===== src/design/sfw_pkg.sv =====
// Shared types and constants for the slot semaphore with a FIFO waiter queue.
// Used by every module of the block; depends on nothing else.
package sfw_pkg;

    localparam logic [1:0] ACT_ACQUIRE = 2'd0;
    localparam logic [1:0] ACT_RELEASE = 2'd1;
    localparam logic [1:0] ACT_CANCEL  = 2'd2;

    localparam logic [2:0] ST_GRANTED    = 3'd0;
    localparam logic [2:0] ST_QUEUED     = 3'd1;
    localparam logic [2:0] ST_HANDED     = 3'd2;
    localparam logic [2:0] ST_FREED      = 3'd3;
    localparam logic [2:0] ST_UNBALANCED = 3'd4;
    localparam logic [2:0] ST_FULL       = 3'd5;
    localparam logic [2:0] ST_NOT_FOUND  = 3'd6;

    localparam logic [7:0] SLOT_LIMIT_RESET = 8'd6;

    typedef struct packed {
        logic [1:0] action;
        logic [7:0] requester_tag;
    } req_beat_t;

    typedef struct packed {
        logic [2:0] status;
        logic       grant_valid;
        logic [7:0] grantee_tag;
        logic [7:0] active_count;
        logic [4:0] waiting_count;
    } rsp_beat_t;

    typedef struct packed {
        logic       cancelled;
        logic [7:0] tag;
    } waiter_t;

endpackage


===== src/design/sfw_wait_ram.sv =====
// Waiter queue storage: one write port and one registered read port.
// Depends on sfw_pkg for the entry type.
module sfw_wait_ram #(
    parameter int DEPTH  = 16,
    parameter int ADDR_W = 4
) (
    input  logic                 clk,
    input  logic                 wr_en,
    input  logic [ADDR_W-1:0]    wr_addr,
    input  sfw_pkg::waiter_t     wr_data,
    input  logic                 rd_en,
    input  logic [ADDR_W-1:0]    rd_addr,
    output sfw_pkg::waiter_t     rd_data
);

    sfw_pkg::waiter_t mem [DEPTH];
    sfw_pkg::waiter_t rd_data_reg;

    always_ff @(posedge clk)
    begin
        if (wr_en)
        begin
            mem[wr_addr] <= wr_data;
        end
    end

    always_ff @(posedge clk)
    begin
        if (rd_en)
        begin
            rd_data_reg <= mem[rd_addr];
        end
    end

    assign rd_data = rd_data_reg;

endmodule


===== src/design/sfw_ctrl.sv =====
// Sequencer that runs acquire, release and cancel over the waiter queue,
// one entry examined at a time. Depends on sfw_pkg.
module sfw_ctrl #(
    parameter int QUEUE_DEPTH = 16,
    parameter int PTR_W       = 4,
    parameter int CNT_W       = 5
) (
    input  logic                 clk,
    input  logic                 rst_n,
    input  logic                 req_valid,
    output logic                 req_stall,
    input  sfw_pkg::req_beat_t   req_beat,
    input  logic [7:0]           slot_limit,
    output logic                 res_valid,
    input  logic                 res_ready,
    output sfw_pkg::rsp_beat_t   res_beat,
    output logic                 mem_wr_en,
    output logic [PTR_W-1:0]     mem_wr_addr,
    output sfw_pkg::waiter_t     mem_wr_data,
    output logic                 mem_rd_en,
    output logic [PTR_W-1:0]     mem_rd_addr,
    input  sfw_pkg::waiter_t     mem_rd_data
);

    localparam logic [2:0] S_IDLE  = 3'd0;
    localparam logic [2:0] S_ACQ   = 3'd1;
    localparam logic [2:0] S_READ  = 3'd2;
    localparam logic [2:0] S_CHECK = 3'd3;
    localparam logic [2:0] S_DONE  = 3'd4;

    localparam logic [PTR_W-1:0] LAST_PTR = PTR_W'(QUEUE_DEPTH - 1);
    localparam logic [CNT_W-1:0] FULL_CNT = CNT_W'(QUEUE_DEPTH);

    logic [2:0]       state_reg, state_next;
    logic [7:0]       held_reg, held_next;
    logic [PTR_W-1:0] head_reg, head_next;
    logic [PTR_W-1:0] tail_reg, tail_next;
    logic [CNT_W-1:0] fill_reg, fill_next;
    logic [PTR_W-1:0] scan_ptr_reg, scan_ptr_next;
    logic [CNT_W-1:0] scan_left_reg, scan_left_next;
    logic [1:0]       action_reg, action_next;
    logic [7:0]       tag_reg, tag_next;
    logic [2:0]       status_reg, status_next;
    logic             grant_reg, grant_next;
    logic [7:0]       gtag_reg, gtag_next;
    logic [PTR_W-1:0] scan_ptr_inc;
    logic             tag_match;

    function automatic logic [PTR_W-1:0] next_ptr(input logic [PTR_W-1:0] p);
        logic [PTR_W-1:0] r;
        if (p == LAST_PTR)
        begin
            r = '0;
        end
        else
        begin
            r = PTR_W'(p + 1'b1);
        end
        return r;
    endfunction

    // The one pointer stepper shared by every scan step, and the tag comparator used by cancel scan steps.
    assign scan_ptr_inc = next_ptr(scan_ptr_reg);
    assign tag_match    = !mem_rd_data.cancelled && (mem_rd_data.tag == tag_reg);

    always_comb
    begin
        state_next     = state_reg;
        held_next      = held_reg;
        head_next      = head_reg;
        tail_next      = tail_reg;
        fill_next      = fill_reg;
        scan_ptr_next  = scan_ptr_reg;
        scan_left_next = scan_left_reg;
        action_next    = action_reg;
        tag_next       = tag_reg;
        status_next    = status_reg;
        grant_next     = grant_reg;
        gtag_next      = gtag_reg;
        mem_wr_en      = 1'b0;
        mem_wr_addr    = tail_reg;
        mem_wr_data    = '{cancelled: 1'b0, tag: tag_reg};
        mem_rd_en      = 1'b0;
        mem_rd_addr    = scan_ptr_reg;

        unique case (state_reg)
            S_IDLE:
            begin
                if (req_valid)
                begin
                    action_next    = req_beat.action;
                    tag_next       = req_beat.requester_tag;
                    scan_ptr_next  = head_reg;
                    scan_left_next = fill_reg;
                    status_next    = sfw_pkg::ST_NOT_FOUND;
                    grant_next     = 1'b0;
                    gtag_next      = 8'd0;
                    unique case (req_beat.action) inside
                        sfw_pkg::ACT_ACQUIRE: state_next = S_ACQ;
                        sfw_pkg::ACT_RELEASE,
                        sfw_pkg::ACT_CANCEL:  state_next = S_READ;
                        default:              state_next = S_DONE;
                    endcase
                end
            end
            S_ACQ:
            begin
                if (held_reg < slot_limit)
                begin
                    held_next   = 8'(held_reg + 1'b1);
                    status_next = sfw_pkg::ST_GRANTED;
                    grant_next  = 1'b1;
                    gtag_next   = tag_reg;
                end
                else if (fill_reg == FULL_CNT)
                begin
                    status_next = sfw_pkg::ST_FULL;
                end
                else
                begin
                    mem_wr_en   = 1'b1;
                    mem_wr_addr = tail_reg;
                    tail_next   = next_ptr(tail_reg);
                    fill_next   = CNT_W'(fill_reg + 1'b1);
                    status_next = sfw_pkg::ST_QUEUED;
                end
                state_next = S_DONE;
            end
            S_READ:
            begin
                if (scan_left_reg == '0)
                begin
                    if (action_reg == sfw_pkg::ACT_RELEASE)
                    begin
                        if (held_reg != 8'd0)
                        begin
                            held_next   = 8'(held_reg - 1'b1);
                            status_next = sfw_pkg::ST_FREED;
                        end
                        else
                        begin
                            status_next = sfw_pkg::ST_UNBALANCED;
                        end
                    end
                    else
                    begin
                        status_next = sfw_pkg::ST_NOT_FOUND;
                    end
                    state_next = S_DONE;
                end
                else
                begin
                    mem_rd_en  = 1'b1;
                    state_next = S_CHECK;
                end
            end
            S_CHECK:
            begin
                scan_ptr_next  = scan_ptr_inc;
                scan_left_next = CNT_W'(scan_left_reg - 1'b1);
                state_next     = S_READ;
                if (action_reg == sfw_pkg::ACT_RELEASE)
                begin
                    head_next = scan_ptr_inc;
                    fill_next = CNT_W'(fill_reg - 1'b1);
                    if (!mem_rd_data.cancelled)
                    begin
                        status_next = sfw_pkg::ST_HANDED;
                        grant_next  = 1'b1;
                        gtag_next   = mem_rd_data.tag;
                        state_next  = S_DONE;
                    end
                end
                else if (tag_match)
                begin
                    mem_wr_en   = 1'b1;
                    mem_wr_addr = scan_ptr_reg;
                    mem_wr_data = '{cancelled: 1'b1, tag: mem_rd_data.tag};
                    status_next = sfw_pkg::ST_QUEUED;
                    state_next  = S_DONE;
                end
            end
            S_DONE:
            begin
                if (res_ready)
                begin
                    state_next = S_IDLE;
                end
            end
            default:
            begin
                state_next = S_IDLE;
            end
        endcase
    end

    always_ff @(posedge clk or negedge rst_n)
    begin
        if (!rst_n)
        begin
            state_reg <= S_IDLE;
            held_reg  <= 8'd0;
            head_reg  <= '0;
            tail_reg  <= '0;
            fill_reg  <= '0;
        end
        else
        begin
            state_reg <= state_next;
            held_reg  <= held_next;
            head_reg  <= head_next;
            tail_reg  <= tail_next;
            fill_reg  <= fill_next;
        end
    end

    always_ff @(posedge clk)
    begin
        scan_ptr_reg  <= scan_ptr_next;
        scan_left_reg <= scan_left_next;
        action_reg    <= action_next;
        tag_reg       <= tag_next;
        status_reg    <= status_next;
        grant_reg     <= grant_next;
        gtag_reg      <= gtag_next;
    end

    assign req_stall = (state_reg != S_IDLE);
    assign res_valid = (state_reg == S_DONE);

    always_comb
    begin
        res_beat.status        = status_reg;
        res_beat.grant_valid   = grant_reg;
        res_beat.grantee_tag   = gtag_reg;
        res_beat.active_count  = held_reg;
        res_beat.waiting_count = 5'(fill_reg);
    end

endmodule


===== src/design/slot_semaphore_fifo_waiters.sv =====
// Top level of the counting semaphore with a FIFO waiter queue.
// Depends on sfw_pkg, sfw_wait_ram and sfw_ctrl.
//
// Each request beat gives exactly one response beat. An acquire passes through
// the acquire state to the done state; unused action codes go straight to done.
// From done the response moves to the output register and the sequencer returns
// to idle for the next request beat. Release and cancel add a read and a check
// state for every queued entry they examine, since the waiter queue has one read
// port with registered data and the sequencer reads and checks one entry at a
// time. A new request is taken while the last response still sits in the output
// register, but a further response waits until that one is taken. The slot limit
// register resets to six and should be written only while the block is idle. The
// waiting count reports the low five bits of the queue fill.
module slot_semaphore_fifo_waiters #(
    parameter int QUEUE_DEPTH = 16
) (
    input  logic                 clk,
    input  logic                 rst_n,
    input  logic                 req_valid,
    output logic                 req_stall,
    input  sfw_pkg::req_beat_t   req_beat,
    output logic                 rsp_valid,
    input  logic                 rsp_stall,
    output sfw_pkg::rsp_beat_t   rsp_beat,
    input  logic                 cfg_we,
    input  logic [7:0]           cfg_wdata
);

    localparam int PTR_W = (QUEUE_DEPTH > 1) ? $clog2(QUEUE_DEPTH) : 1;
    localparam int CNT_W = $clog2(QUEUE_DEPTH + 1);

    logic [7:0]          slot_limit_reg;
    logic                rsp_valid_reg, rsp_valid_next;
    sfw_pkg::rsp_beat_t  rsp_beat_reg;
    logic                res_valid;
    logic                res_ready;
    sfw_pkg::rsp_beat_t  res_beat;
    logic                mem_wr_en;
    logic [PTR_W-1:0]    mem_wr_addr;
    sfw_pkg::waiter_t    mem_wr_data;
    logic                mem_rd_en;
    logic [PTR_W-1:0]    mem_rd_addr;
    sfw_pkg::waiter_t    mem_rd_data;

    sfw_wait_ram #(
        .DEPTH  (QUEUE_DEPTH),
        .ADDR_W (PTR_W)
    ) u_ram (
        .clk     (clk),
        .wr_en   (mem_wr_en),
        .wr_addr (mem_wr_addr),
        .wr_data (mem_wr_data),
        .rd_en   (mem_rd_en),
        .rd_addr (mem_rd_addr),
        .rd_data (mem_rd_data)
    );

    sfw_ctrl #(
        .QUEUE_DEPTH (QUEUE_DEPTH),
        .PTR_W       (PTR_W),
        .CNT_W       (CNT_W)
    ) u_ctrl (
        .clk         (clk),
        .rst_n       (rst_n),
        .req_valid   (req_valid),
        .req_stall   (req_stall),
        .req_beat    (req_beat),
        .slot_limit  (slot_limit_reg),
        .res_valid   (res_valid),
        .res_ready   (res_ready),
        .res_beat    (res_beat),
        .mem_wr_en   (mem_wr_en),
        .mem_wr_addr (mem_wr_addr),
        .mem_wr_data (mem_wr_data),
        .mem_rd_en   (mem_rd_en),
        .mem_rd_addr (mem_rd_addr),
        .mem_rd_data (mem_rd_data)
    );

    assign res_ready = !rsp_valid_reg || !rsp_stall;

    always_comb
    begin
        rsp_valid_next = rsp_valid_reg;
        if (res_valid && res_ready)
        begin
            rsp_valid_next = 1'b1;
        end
        else if (rsp_valid_reg && !rsp_stall)
        begin
            rsp_valid_next = 1'b0;
        end
    end

    always_ff @(posedge clk or negedge rst_n)
    begin
        if (!rst_n)
        begin
            slot_limit_reg <= sfw_pkg::SLOT_LIMIT_RESET;
            rsp_valid_reg  <= 1'b0;
        end
        else
        begin
            if (cfg_we)
            begin
                slot_limit_reg <= cfg_wdata;
            end
            rsp_valid_reg <= rsp_valid_next;
        end
    end

    always_ff @(posedge clk)
    begin
        if (res_valid && res_ready)
        begin
            rsp_beat_reg <= res_beat;
        end
    end

    assign rsp_valid = rsp_valid_reg;
    assign rsp_beat  = rsp_beat_reg;

endmodule

===== config.mk =====
export PLATFORM = sky130hd
export DESIGN_NAME = slot_semaphore_fifo_waiters
export DESIGN_NICKNAME = d
export VERILOG_FILES = /design/src/design/sfw_pkg.sv /design/src/design/sfw_wait_ram.sv /design/src/design/sfw_ctrl.sv /design/src/design/slot_semaphore_fifo_waiters.sv
export SDC_FILE = /design/constraint.sdc
export NUM_CORES = 1
export LEC_CHECK = 0
export BUFFER_PORTS_ARGS = -buffer_cell sky130_fd_sc_hd__buf_2
export CAP_MARGIN = 20
export CORE_MARGIN = 5
export CORE_UTILIZATION = 45
export CTS_CLUSTER_DIAMETER = 120
export CTS_CLUSTER_SIZE = 14
export DETAILED_ROUTE_END_ITERATION = 16
export PLACE_DENSITY = 0.59
export SYNTH_ARGS = -nofsm -noshare
export SYNTH_HDL_FRONTEND = slang
export SYNTH_SLANG_ARGS = --single-unit

===== constraint.sdc =====
create_clock -name clk -period 5.67 [get_ports clk]
set_input_delay 0.2835 -clock clk [delete_from_list [all_inputs] [get_ports clk]]
set_output_delay 0.2835 -clock clk [all_outputs]
set_load 0.005 [all_outputs]

* Word-level counts from Yosys, hierarchy flattened
Memories as Yosys holds them, arrays and structs flattened. A register that Yosys moved wholly into a read port is not among the register bits.
Cells that the tools add are included.
** Word-level totals
- Memories kept :: 1
- Input bits :: 23
- Latch bits :: 0
- Output and inout port bits :: 27
- Register bits :: 89
- Logic and storage cells :: 141
- Memory bits (writable) :: 144
- ROM bits :: 0
** Cells by class
- Equal/unequal tests :: 23
- Mux-type cells :: 60
- Bitwise gates (word level) :: 2
- Shift-type cells :: 0
- Order comparisons :: 1
- Div/mod/pow operators :: 0
- Reductions and logical operators :: 28
- Multiply operators :: 0
- Add/sub/neg operators :: 7
** Memory list
- u_ram.mem :: words 16, width 9, rd ports 1, clocked after memory_dff 1, write ports 1, line sfw_wait_ram.sv:16 : sfw_pkg::waiter_t mem [DEPTH];
** Operator list (number)
- $mux 8 :: 8
- $mux 3 :: 15
- $mux 9 :: 3
- $mux 4 :: 6
- $pmux 8 s3 :: 1
- $mux 5 :: 4
- $pmux 5 s2 :: 2
- $pmux 8 s2 :: 1
- $pmux 3 s5 :: 1
- $reduce_and 5->1 :: 3
- $mux 1 :: 14
- $ne 2x1->1 const B :: 6
- $pmux 3 s4 :: 1
- $sub 5x1->5 const B :: 2
- $add 4x1->4 const B :: 2
- $add 8x1->8 const B :: 1
- $eq 4x4->1 const B :: 2
- $eq 8x8->1 :: 1
- $lt 8x8->1 :: 1
- $ne 2x2->1 const B :: 4
- $pmux 4 s2 :: 1
- $reduce_and 2->1 :: 4
- $reduce_bool 2->1 :: 4
- $reduce_bool 8->1 :: 1
- other kinds (25) :: 33

* Depth between registers and ports, before layout
Gate-level depths: netlist (run 1).
- Depth in word-level cells :: 7
- Depth in mapped cells :: 9
- Gate-level depth less buffers :: 8

* By module
From an unflattened synthesis (run 1), not the netlist that was laid out.
** Unflattened totals
- Cell total of the unflattened synthesis :: 615
- Area total of the unflattened synthesis :: 10386.2 sq um
** By module, submodules not included
- sfw_wait_ram :: area each 5870.6 sq um, cells each 254, sequential area each 4594.4 sq um, instances 1
- sfw_ctrl :: area each 3387.0 sq um, cells each 315, sequential area each 1531.5 sq um, instances 1
- slot_semaphore_fifo_waiters :: area each 1128.6 sq um, cells each 46, sequential area each 978.4 sq um, instances 1

* Worst setup path before layout (run 1)
Ideal clock, no wire load.
- Path type :: register -> register
- Start :: register u_ctrl.tag_reg[0]
- End :: memory u_ram.mem[10][0] (netlist bit) (enable)
- Stages on the path, launching flop included :: 8
- Buffers on the path :: 1
- Path slack :: 2.684 ns
- Setup time :: 0.378 ns
- Data arrival time :: 2.608 ns
- Period minus slack after synthesis :: 2.986 ns
- Required time :: 5.292 ns
- Cells stage by stage :: edfxtp_1 xor2_1 or4_4 or4_4 buf_6 inv_1 nand3_1 a21oi_1
** Between the ends
- Word-level cells in the longest chain between the ends :: 7
- Elaborated cells on any way between the ends :: 10
- Classes of those cells :: 1 x eq/ne; 8 x mux; 1 x reduce/logical
** Ends and longest elaborated chain
- from (decl) :: line sfw_ctrl.sv:42 : logic [7:0] tag_reg, tag_next;
- from (signal assigned) :: line sfw_ctrl.sv:222 : tag_reg <= tag_next;
- $eq 8x8->1 (*) :: line sfw_ctrl.sv:64 : assign tag_match = !mem_rd_data.cancelled && (mem_rd_data.tag == tag_reg);
- $logic_and 1x1->1 (*) :: line sfw_ctrl.sv:64
- $mux 1 :: line sfw_ctrl.sv:174 : else if (tag_match)
- $mux 1 :: line sfw_ctrl.sv:162 : if (action_reg == sfw_pkg::ACT_RELEASE)
- $pmux 1 s2 :: line sfw_ctrl.sv:86 : unique case (state_reg)
- $mux 1 :: line sfw_wait_ram.sv:21 : if (wr_en)
- $mux 1 (not written as such) :: line sfw_wait_ram.sv:23 : mem[wr_addr] <= wr_data;
- to (decl) :: line sfw_wait_ram.sv:16
Every way passes the cells marked *; elsewhere a longest branch is shown, timed or not.

* Worst setup path in the final report (run 1)
- Start :: register u_ctrl.state_reg[1]
- End :: memory u_ram.mem[7][7] (netlist bit) (enable)
** Between the ends
- Word-level cells in the longest chain between the ends :: 4
- Elaborated cells on any way between the ends :: 6
- Classes of those cells :: 2 x eq/ne; 4 x mux
** Ends and longest elaborated chain
- from (decl) :: line sfw_ctrl.sv:34 : logic [2:0] state_reg, state_next;
- from (signal assigned) :: line sfw_ctrl.sv:209 : state_reg <= state_next;
- $eq 3x2->1 or $eq 3x1->1 (tied branches) :: line sfw_ctrl.sv:86
- $pmux 1 s2 :: line sfw_ctrl.sv:86
- $mux 1 :: line sfw_wait_ram.sv:21
- $mux 1 (not written as such) :: line sfw_wait_ram.sv:23
Several ways; a longest one is shown, not always the timed one.

==> results.cfg, run 1 <==
[yosys]
synth.most_common_cell = edfxtp_1
synth_top_area_share_pct = 60.6
synthTopCellsByCount = edfxtp_1 (209), mux2i_1 (47), nand2_1 (46), dfrtp_1 (31), a21oi_1 (29)
ys_ff_latch = 242
syn_area_per_cell_sq_um = 15.5
synth_area_sq_um = 10400
synth_warnings = 0
async_reset_ff_share_pct = 13.6
synth_area_leaders = edfxtp_1 (61%), dfrtp_1 (7.5%), mux2i_1 (4.5%), mux4_2 (3.9%), ha_1 (2.5%)
synthCells = 668
synth_edf_count = 209
synth.largest_area_cell = edfxtp_1
yosys_most_used_dff = edfxtp_1
yosysUniqueCellTypes = 58
ys_seq_area_share_pct = 68.6
syn_nets = 714

[floorplanning]
ioPinCount = 50
die_area_sq_um = 26100
core-area_sq_um = 22600
initial_core_util_pct = 45.7
rows = 55
die_w_um = 162
dieHeight_um = 162

[power]
power_density_nw_per_um2 = 455
irDropWorstVdd_uv = 311
p_int_uw = 3600
p_leak_uw = 0.00424
sw_frac_of_total_pct = 31.6
p_comb_share_pct = 26.2
power_frac_seq_pct = 49.2
power.switching_uw = 1670
power_frac_clock_pct = 24.6

[placement]
placedCellCount = 973
place.gp.congestion = 0.868
hpwl_mm = 14.5
port_buffers = 49

[clock_tree]
cts_setup_buffers = 0
cts_tree = built
cts_root_buf = clkbuf_16
cts.sinks = 242
clk_pin_slew_ps = 70
cts-hold-fix-buffers = 16
clk_path_buf_depth = 3
numCtsBuffers = 21
clkLatencyLatePin_ps = 490
cts.repair.resized = 0
htreeDepth = 1

[route]
drtAntennaViolNets = 0
drtPass1Iterations = 5
via_per_inst = 5.64
drcViolationCount = 0
wl_mm = 21.6
drtIter0Drc = 444
vias = 5802
avgRoutedWirePerCell_um = 21.0

[sta]
skew_ps = 11.5
setup_viol = 0
tightestPinTransition_ps = 1160
whs_ps = 21.4
hold_violations = 0
slew_viol_final = 0
period_needed_ps = 4120
max_freq_ghz = 0.243
max-slew-margin-rel_pct = 22.7
min_period_over_period_pct = 72.6
rsz0062_at_grt = no
fin_setup_tns_ps = 0

[final_layout]
nets = 775
diodes = 0
largest_reg_flops = 144
stdcell_count = 1028
drive_above_1_share_pct = 18.2
fin_util_pct = 51.1
area_delta_synth_final_pct = 11.8

[global_route]
grt_max_degree = 61
overflow = 0
grt_first_pass_wirelength_mm = 33.9
antenna_found_initial = 0
grt_util_all_layers_pct = 16.7
grt_pass1_vias = 5785

[hold_path]
hp-class = in -> reg

[critical_path]
end_kind = register
worstSetupStartpointType = register
cp.required_ps = 5770
arrival_ps = 4220
worst-setup-path-type = reg -> reg
path_max_fanout = 18

[run_status]
outcome = completed

[flow_run]
max_cap_viol_count = 0
-- final cells by class --
type | count | area, sq um
clock buffers | 36 | 582
clock inverters | 1 | 11.3
fillers | 1855 | 11100
inverters | 23 | 86.3
multi-input cells | 368 | 2970
flip-flops and latches | 242 | 7100
well taps | 285 | 357
repair buffers | 73 | 468
-- layer usage --
layer / vias to the layer above / part of all wire, % / global-route usage (%)
met5: - / 0 / 0
met1: 2937 / 48 / 25.3
met3: 30 / 4.1 / 2.00
li1: 2692 / - / -
met2: 143 / 46 / 26.0
met4: 0 / 2.1 / 4.00
-- cells by family after synthesis --
group | share of synthesized area (%)
DFF | 68.6
and+or+nand+nor | 6.44
adders and majority gates | 2.92
buffers and inverters | 2.77
xor gates and xnor gates | 1.78
muxes | 10.2
AOI/OAI and AO/OA | 7.26
-- critical path: stages, from the launching register on --
cell and delay, ps:
dfrtp_1 760, nand3b_2 440, nand2b_1 290, or4_4 620
inv_1 410, nand3_1 260, a21oi_1 930
-- stage by stage --
step	setup WS (ps)	cell area, sq um	total power (uW)
floorplan	2680	10400	3570
global placement	1730	10800	3970
detailed placement	1550	10800	4010
CTS	1550	11600	5330
global route	1260	11600	5580
finish	1550	11600	5270
-- final timing paths --
path / slack, ps / end / startpoint / cells after the start
setup / recovery: 1550 / u_ram.mem[7][7]$_DFFE_PP_ / u_ctrl.state_reg[1]$_DFFE_PN0P_ / 6
min in group asynchronous: 420 / u_ctrl.tail_reg[2]$_DFFE_PN0P_ / rst_n / 2
setup reg to reg: 1550 / u_ram.mem[7][7]$_DFFE_PP_ / u_ctrl.state_reg[1]$_DFFE_PN0P_ / 6
hold / removal: 20 / slot_limit_reg[4]$_DFFE_PN0P_ / cfg_wdata[4] / 3
hold reg to reg: 420 / rsp_beat[22]$_DFFE_PP_ / u_ctrl.status_reg[0]$_DFFE_PP_ / 0
max in group asynchronous: 4740 / rsp_valid$_DFFE_PN0P_ / rst_n / 2
-- power groups by stage --
| stage | sequential (uW) | combinational (uW) | clock (uW) |
|---|---|---|---|
| 2_1_floorplan | 2480 | 1090 | 0 |
| 3_3_place_gp | 2620 | 1350 | 0 |
| 3_5_place_dp | 2640 | 1380 | 0 |
| 4_1_cts | 2600 | 1390 | 1340 |
| 5_1_grt | 2630 | 1530 | 1410 |
| 6_report | 2590 | 1380 | 1290 |
-- layout by cell type (no fill, tap or decap), drive strengths merged, types with 10 or more instances in the layout --
master / synthesis / final
edfxtp: 209 / 209
ha: 21 / 21
dfrtp: 31 / 31
dlygate4sd3: 0 / 17
mux4: 18 / 18
nand2: 47 / 47
a21oi: 31 / 31
a221oi: 18 / 18
xnor2: 15 / 15
buf: 10 / 56
nor2: 25 / 25
inv: 23 / 24
o21ai: 26 / 26
clkbuf: 25 / 36
mux2i: 47 / 47
a22oi: 10 / 10
mux2: 16 / 16
Power figures use the tool's default switching activity.
==> run 2: changes to the inputs <==
clock period = 4.06 ns   (was 5.67 ns; I/O delays follow)
==> run 2 against run 1 <==
  * Highest routed layer unchanged
  * Critical endpoint is now u_ram.mem[14][3]$_DFFE_PP_
  * Largest cell class unchanged
  * Largest power group unchanged
  * First-iteration DRC count decreased by 20%
  * Via count increased by 1.4%
  * Maximum frequency grew 24%
==> results.cfg, run 2 (synthesis results as in run 1) <==
[run_status]
outcome = completed

[global_route]
grt_util_all_layers_pct = 16.4
grt_first_pass_wirelength_mm = 34.1
antenna_found_initial = 0
grt_max_degree = 37
overflow = 0
grt_pass1_vias = 6068

[route]
via_per_inst = 5.62
drtIter0Drc = 354
avgRoutedWirePerCell_um = 20.2
drtPass1Iterations = 5
drcViolationCount = 0
vias = 5881
drtAntennaViolNets = 0
wl_mm = 21.1

[power]
sw_frac_of_total_pct = 31.2
p_int_uw = 5060
irDropWorstVdd_uv = 283
p_leak_uw = 0.00435
power_frac_seq_pct = 49.5
power_density_nw_per_um2 = 625
power.switching_uw = 2290
power_frac_clock_pct = 24.6
p_comb_share_pct = 25.8

[critical_path]
critPathTopFamily = simple AND/OR/NAND/NOR gates
worst_path_most_repeated_cell = or4_4
end_kind = register
worstSetupStartpointType = register
critical_path_buf_inv_count = 1
path_max_fanout = 18
path_cells = xor2_1 > or4_4 > or4_4 > inv_1 > nand3_1 > a21oi_2
ff2ff_path_depth = 6
reg2reg_slack_ps = 730
crit_slowest_cell = edfxtp_1
arrival_ps = 3460
cp.depth = 6
cp.required_ps = 4190
slowest_delay_ps = 680
worst-setup-path-type = reg -> reg

[final_layout]
largest_reg_flops = 144
drive_above_1_share_pct = 19.8
layout_commonest_cell = edfxtp_1
final_cell_mix = edfxtp_1 (209), buf_2 (49), mux2i_1 (47), nand2_1 (46), dfrtp_1 (31)
diodes = 0
fillerInstances = 1849
area_delta_synth_final_pct = 13.6
nets = 794
fin_util_pct = 51.9

[sta]
setup_viol = 0
hold_violations = 0
max_freq_ghz = 0.300
tightestPinTransition_ps = 830
slew_viol_final = 0
fin_setup_tns_ps = 0
period_needed_ps = 3330
max-slew-margin-rel_pct = 44.6
skew_ps = 24.4
rsz0062_at_grt = no
min_period_over_period_pct = 82.1

[floorplanning]
core-area_sq_um = 22600
die_w_um = 162
dieHeight_um = 162
ioPinCount = 50
die_area_sq_um = 26100
rows = 55
initial_core_util_pct = 45.7

[clock_tree]
htreeDepth = 1
cts-hold-fix-buffers = 20
cts_setup_buffers = 0
clk_path_buf_depth = 3
cts_tree = built
numCtsBuffers = 21
cts_root_buf = clkbuf_16
cts.repair.resized = 0
cts.sinks = 242
clk_pin_slew_ps = 70
clkLatencyLatePin_ps = 500

[hold_path]
hp-class = in -> reg
worstHoldPathCells = 2

[placement]
hpwl_mm = 14.1
port_buffers = 49
place.gp.congestion = 0.854

[flow_run]
max_cap_viol_count = 0
run 2: routing by layer:
| layer | global-route usage (%) | routed length (um) |
|---|---|---|
| met5 | 0 | 0 |
| met3 | 2.46 | 1080 |
| met1 | 23.8 | 9770 |
| met4 | 4.38 | 524 |
| met2 | 26.3 | 9740 |
run 2: area by class of cell:
class	count	area, sq um	area share (%)
timing repair buffer	92	651	5.53
clock inverter	1	11.3	0.0958
clock buffer	36	582	4.95
multi-input combinational	368	2970	25.2
tap	285	357	3.03
inverter	23	86.3	0.734
sequential	242	7100	60.4
run 2: per-stage QoR:
| stage | setup WS, ps | cells | hold WS, ps | total power [uW] | area [sq um] |
|---|---|---|---|---|---|
| floorplan | 1070 | 668 | -92.6 | 4980 | 10400 |
| global placement | 803 | 989 | 333 | 5490 | 10900 |
| detailed placement | 714 | 989 | 337 | 5560 | 10900 |
| CTS | 670 | 1046 | 9.75 | 7400 | 11700 |
| global route | 530 | 1047 | 74.4 | 7790 | 11800 |
| finish | 729 | 1047 | 25.0 | 7350 | 11800 |
run 2: worst paths after layout:
| check | start | endpoint |
|---|---|---|
| max in group asynchronous | rst_n | u_ctrl.fill_reg[0]$_DFFE_PN0P_ |
| setup reg to reg | u_ctrl.tag_reg[1]$_DFFE_PP_ | u_ram.mem[14][3]$_DFFE_PP_ |
| min in group asynchronous | rst_n | u_ctrl.state_reg[2]$_DFFE_PN0P_ |
| hold / removal | cfg_we | slot_limit_reg[1]$_DFFE_PN1P_ |
| hold reg to reg | u_ctrl.gtag_reg[7]$_DFFE_PP_ | rsp_beat[20]$_DFFE_PP_ |
| setup / recovery | u_ctrl.tag_reg[1]$_DFFE_PP_ | u_ram.mem[14][3]$_DFFE_PP_ |
run 2: worst reg2reg max path: stages (launching register included):
cell      delay, ps
edfxtp_1        680
xor2_1          250
or4_4           520
or4_4           510
inv_1           280
nand3_1         240
a21oi_2         490
run 2: power groups by stage:
stage               logic (uW)  clock network, uW  registers (uW)
floorplan                 1520                  0            3460
global placement          1800                  0            3700
detailed placement        1830                  0            3730
CTS                       1860               1860            3680
global route              2110               1970            3710
finish                    1900               1810            3640
==> run 3: changes to the inputs <==
ABC_AREA = 1   (was not set)
PLACE_DENSITY = 0.61   (was 0.59)
clock period = 2.9 ns   (was 4.06 ns; I/O delays follow)
==> run 3 against run 2 <==
  * Via count is 17% higher
  * Total power is 46% higher
  * Flip-flop and latch count stayed put
  * Hold slack better by 62 ps
  * Sequential share of layout area is 1.2 points lower
  * Cell count is 22% higher
  * Clock power is 40% higher
  * Utilization is 1.1 points higher
  * Largest cell class unchanged
==> results.cfg, run 3 <==
[critical_path]
end_kind = register
worstSetupStartpointType = register
reg2reg_to = u_ram.mem[4][1]$_DFFE_PP_
reg2reg_slack_ps = 370
rr_startpoint = slot_limit_reg[1]$_DFFE_PN1P_
arrival_ps = 2730
ff2ff_path_depth = 13
worst-setup-path-type = reg -> reg
cp.required_ps = 3100
crit_start = slot_limit_reg[1]$_DFFE_PN1P_
path_max_fanout = 9

[hold_path]
hp-class = in -> reg
worst_hold_startpoint = cfg_we
hold_end = slot_limit_reg[0]$_DFFE_PN0P_
worstHoldPathCells = 2

[final_layout]
regArea_sq_um = 7100
diodes = 0
drive_above_1_share_pct = 13.9
fin_area_sq_um = 12000
multiInputGateArea_sq_um = 2820
nets = 1030
layout_commonest_cell = edfxtp_1
area_delta_synth_final_pct = 16.3
largest_reg_flops = 144
final_cell_mix = edfxtp_1 (209), nand2_1 (183), o21ai_0 (78), nor2_1 (75), inv_1 (58)
fillerInstances = 1934

[placement]
port_buffers = 49
place.gp.congestion = 0.882
postPlaceCellArea_sq_um = 11100
dp_slack_ps = 483
hpwl_mm = 16.0

[route]
via_per_inst = 5.37
drtAntennaViolNets = 0
vias = 6862
drtIter0Drc = 614
avgRoutedWirePerCell_um = 18.9
drtPass1Iterations = 5
wl_mm = 24.1
drcViolationCount = 0

[power]
p_int_uw = 6990
power_frac_seq_pct = 45.5
irDropWorstVdd_uv = 404
power.switching_uw = 3730
p_comb_share_pct = 30.9
power_frac_clock_pct = 23.6
power_density_nw_per_um2 = 893
sw_frac_of_total_pct = 34.8
p_leak_uw = 0.00469

[sta]
skew_ps = 24.8
slew_viol_final = 0
rsz0062_at_grt = no
setup_slack_ps = 373
setup_viol = 0
min_period_over_period_pct = 87.2
period_needed_ps = 2530
max_freq_ghz = 0.396
tightestPinTransition_ps = 778
hold_violations = 0
max-slew-margin-rel_pct = 48.1
fin_setup_tns_ps = 0

[clock_tree]
cts_tree = built
clk_pin_slew_ps = 60
clk_path_buf_depth = 3
cts.sinks = 242
htreeDepth = 1
numCtsBuffers = 21
cts_root_buf = clkbuf_16
cts.repair.resized = 0
clkLatencyLatePin_ps = 510

[global_route]
grt_first_pass_wirelength_mm = 37.2
grt_max_degree = 76
overflow = 0
antenna_found_initial = 0
grt_pass1_vias = 6683
grt_util_all_layers_pct = 18.4

[yosys]
synthCells = 877
ys_ff_latch = 242
synthTopCellsByCount = edfxtp_1 (209), nand2_1 (183), o21ai_0 (78), nor2_1 (76), inv_1 (59)
synth_edf_count = 209
synth.largest_area_cell = edfxtp_1
ys_seq_area_share_pct = 68.8
syn_nets = 923
async_reset_ff_share_pct = 13.6
yosys_most_used_dff = edfxtp_1
synth_area_sq_um = 10300
synth_area_leaders = edfxtp_1 (61%), dfrtp_1 (7.5%), nand2_1 (6.7%), o21ai_0 (3.8%), nor2_1 (2.8%)
syn_area_per_cell_sq_um = 11.8
synth.most_common_cell = edfxtp_1
synth_warnings = 0
yosysUniqueCellTypes = 44
synth_top_area_share_pct = 60.8

[flow_run]
max_cap_viol_count = 0

[floorplanning]
die_area_sq_um = 26100
core-area_sq_um = 22600
die_w_um = 161
dieHeight_um = 161
rows = 55
ioPinCount = 50
initial_core_util_pct = 45.6

[run_status]
outcome = completed
run 3: cell count changes after synthesis, moves of 16 or more:
cell | previous run | this run
o22ai_1 | 0 | 16
nand2_1 | 46 | 183
inv_1 | 23 | 59
nand3_1 | 8 | 42
nor2_1 | 25 | 76
mux4_2 | 18 | 0
mux2i_1 | 47 | 0
o21ai_0 | 26 | 78
run 3: cell families after synthesis:
logic type | count (synthesis) | synth area share (%)
AND/OR/NAND/NOR | 326 | 13.3
flip-flops | 242 | 68.8
AO/OA/AOI/OAI | 167 | 9.53
buffers and inverters | 102 | 3.89
adder cells (fa/ha/maj) | 23 | 2.93
XOR/XNOR | 16 | 1.36
multiplexers | 1 | 0.109
run 3: power by group through the flow:
stage | registers [uW] | logic [uW] | clock network, uW
2_1_floorplan | 4850 | 2180 | 0
3_3_place_gp | 4930 | 3250 | 0
3_5_place_dp | 4940 | 3280 | 0
4_1_cts | 4870 | 3320 | 2600
5_1_grt | 4930 | 3700 | 2760
6_report | 4870 | 3320 | 2530
run 3: how the worst max path moves through the flow:
stage,cells past startpoint,to,slack (ps)
floorplan,5,rsp_beat[0]$_DFFE_PP_,660
global placement,13,u_ram.mem[10][3]$_DFFE_PP_,550
detailed placement,13,u_ram.mem[11][5]$_DFFE_PP_,480
CTS,13,u_ram.mem[3][5]$_DFFE_PP_,440
global route,13,u_ram.mem[2][4]$_DFFE_PP_,210
finish,13,u_ram.mem[4][1]$_DFFE_PP_,370
run 3: cell type report:
class / count / share of cell area (%)
clock buffer: 30 / 4.66
clock inverter: 2 / 0.167
inverter: 63 / 1.97
multi-input combinational: 533 / 23.5
sequential: 242 / 59.2
tap: 285 / 2.97
timing repair buffer: 123 / 7.57
run 3: layer usage:
| metal | GRT usage, % | up-vias | part of all wire (%) |
|---|---|---|---|
| li1 | - | 3295 | - |
| met1 | 25.2 | 3300 | 44 |
| met2 | 30.1 | 217 | 47 |
| met3 | 3.34 | 50 | 6.2 |
| met4 | 5.51 | 0 | 2.8 |
| met5 | 0 | - | 0 |
run 3: timing repair:
action	4_1_cts	5_1_grt
hold buffers	33	0
buffers inserted	0	0
hold endpoints to repair	51	0
setup endpoints to repair	0	0
run 3: critical path, stage by stage (launching register included):
cell and delay, ps:
dfstp_2 530, inv_1 50, ha_1 270, nand2_1 50, nand2_1 60, nand2_1 50
nand2_1 50, nand2_1 40, nand2_1 140, nand3_1 180, nand2_2 130, nand3_1 270
nor2_1 190, buf_4 200
run 3: per-stage QoR:
step / util (%) / instances / power (uW) / hold WS (ps)
after global routing: 53.0 / 1278 / 11400 / 99.8
final: 53.0 / 1278 / 10700 / 86.5
after CTS: 53.0 / 1278 / 10800 / 69.5
after global placement: 49.0 / 1213 / 8180 / 274
after detailed placement: 49.0 / 1213 / 8220 / 274
after floorplan: - / 877 / 7030 / -151
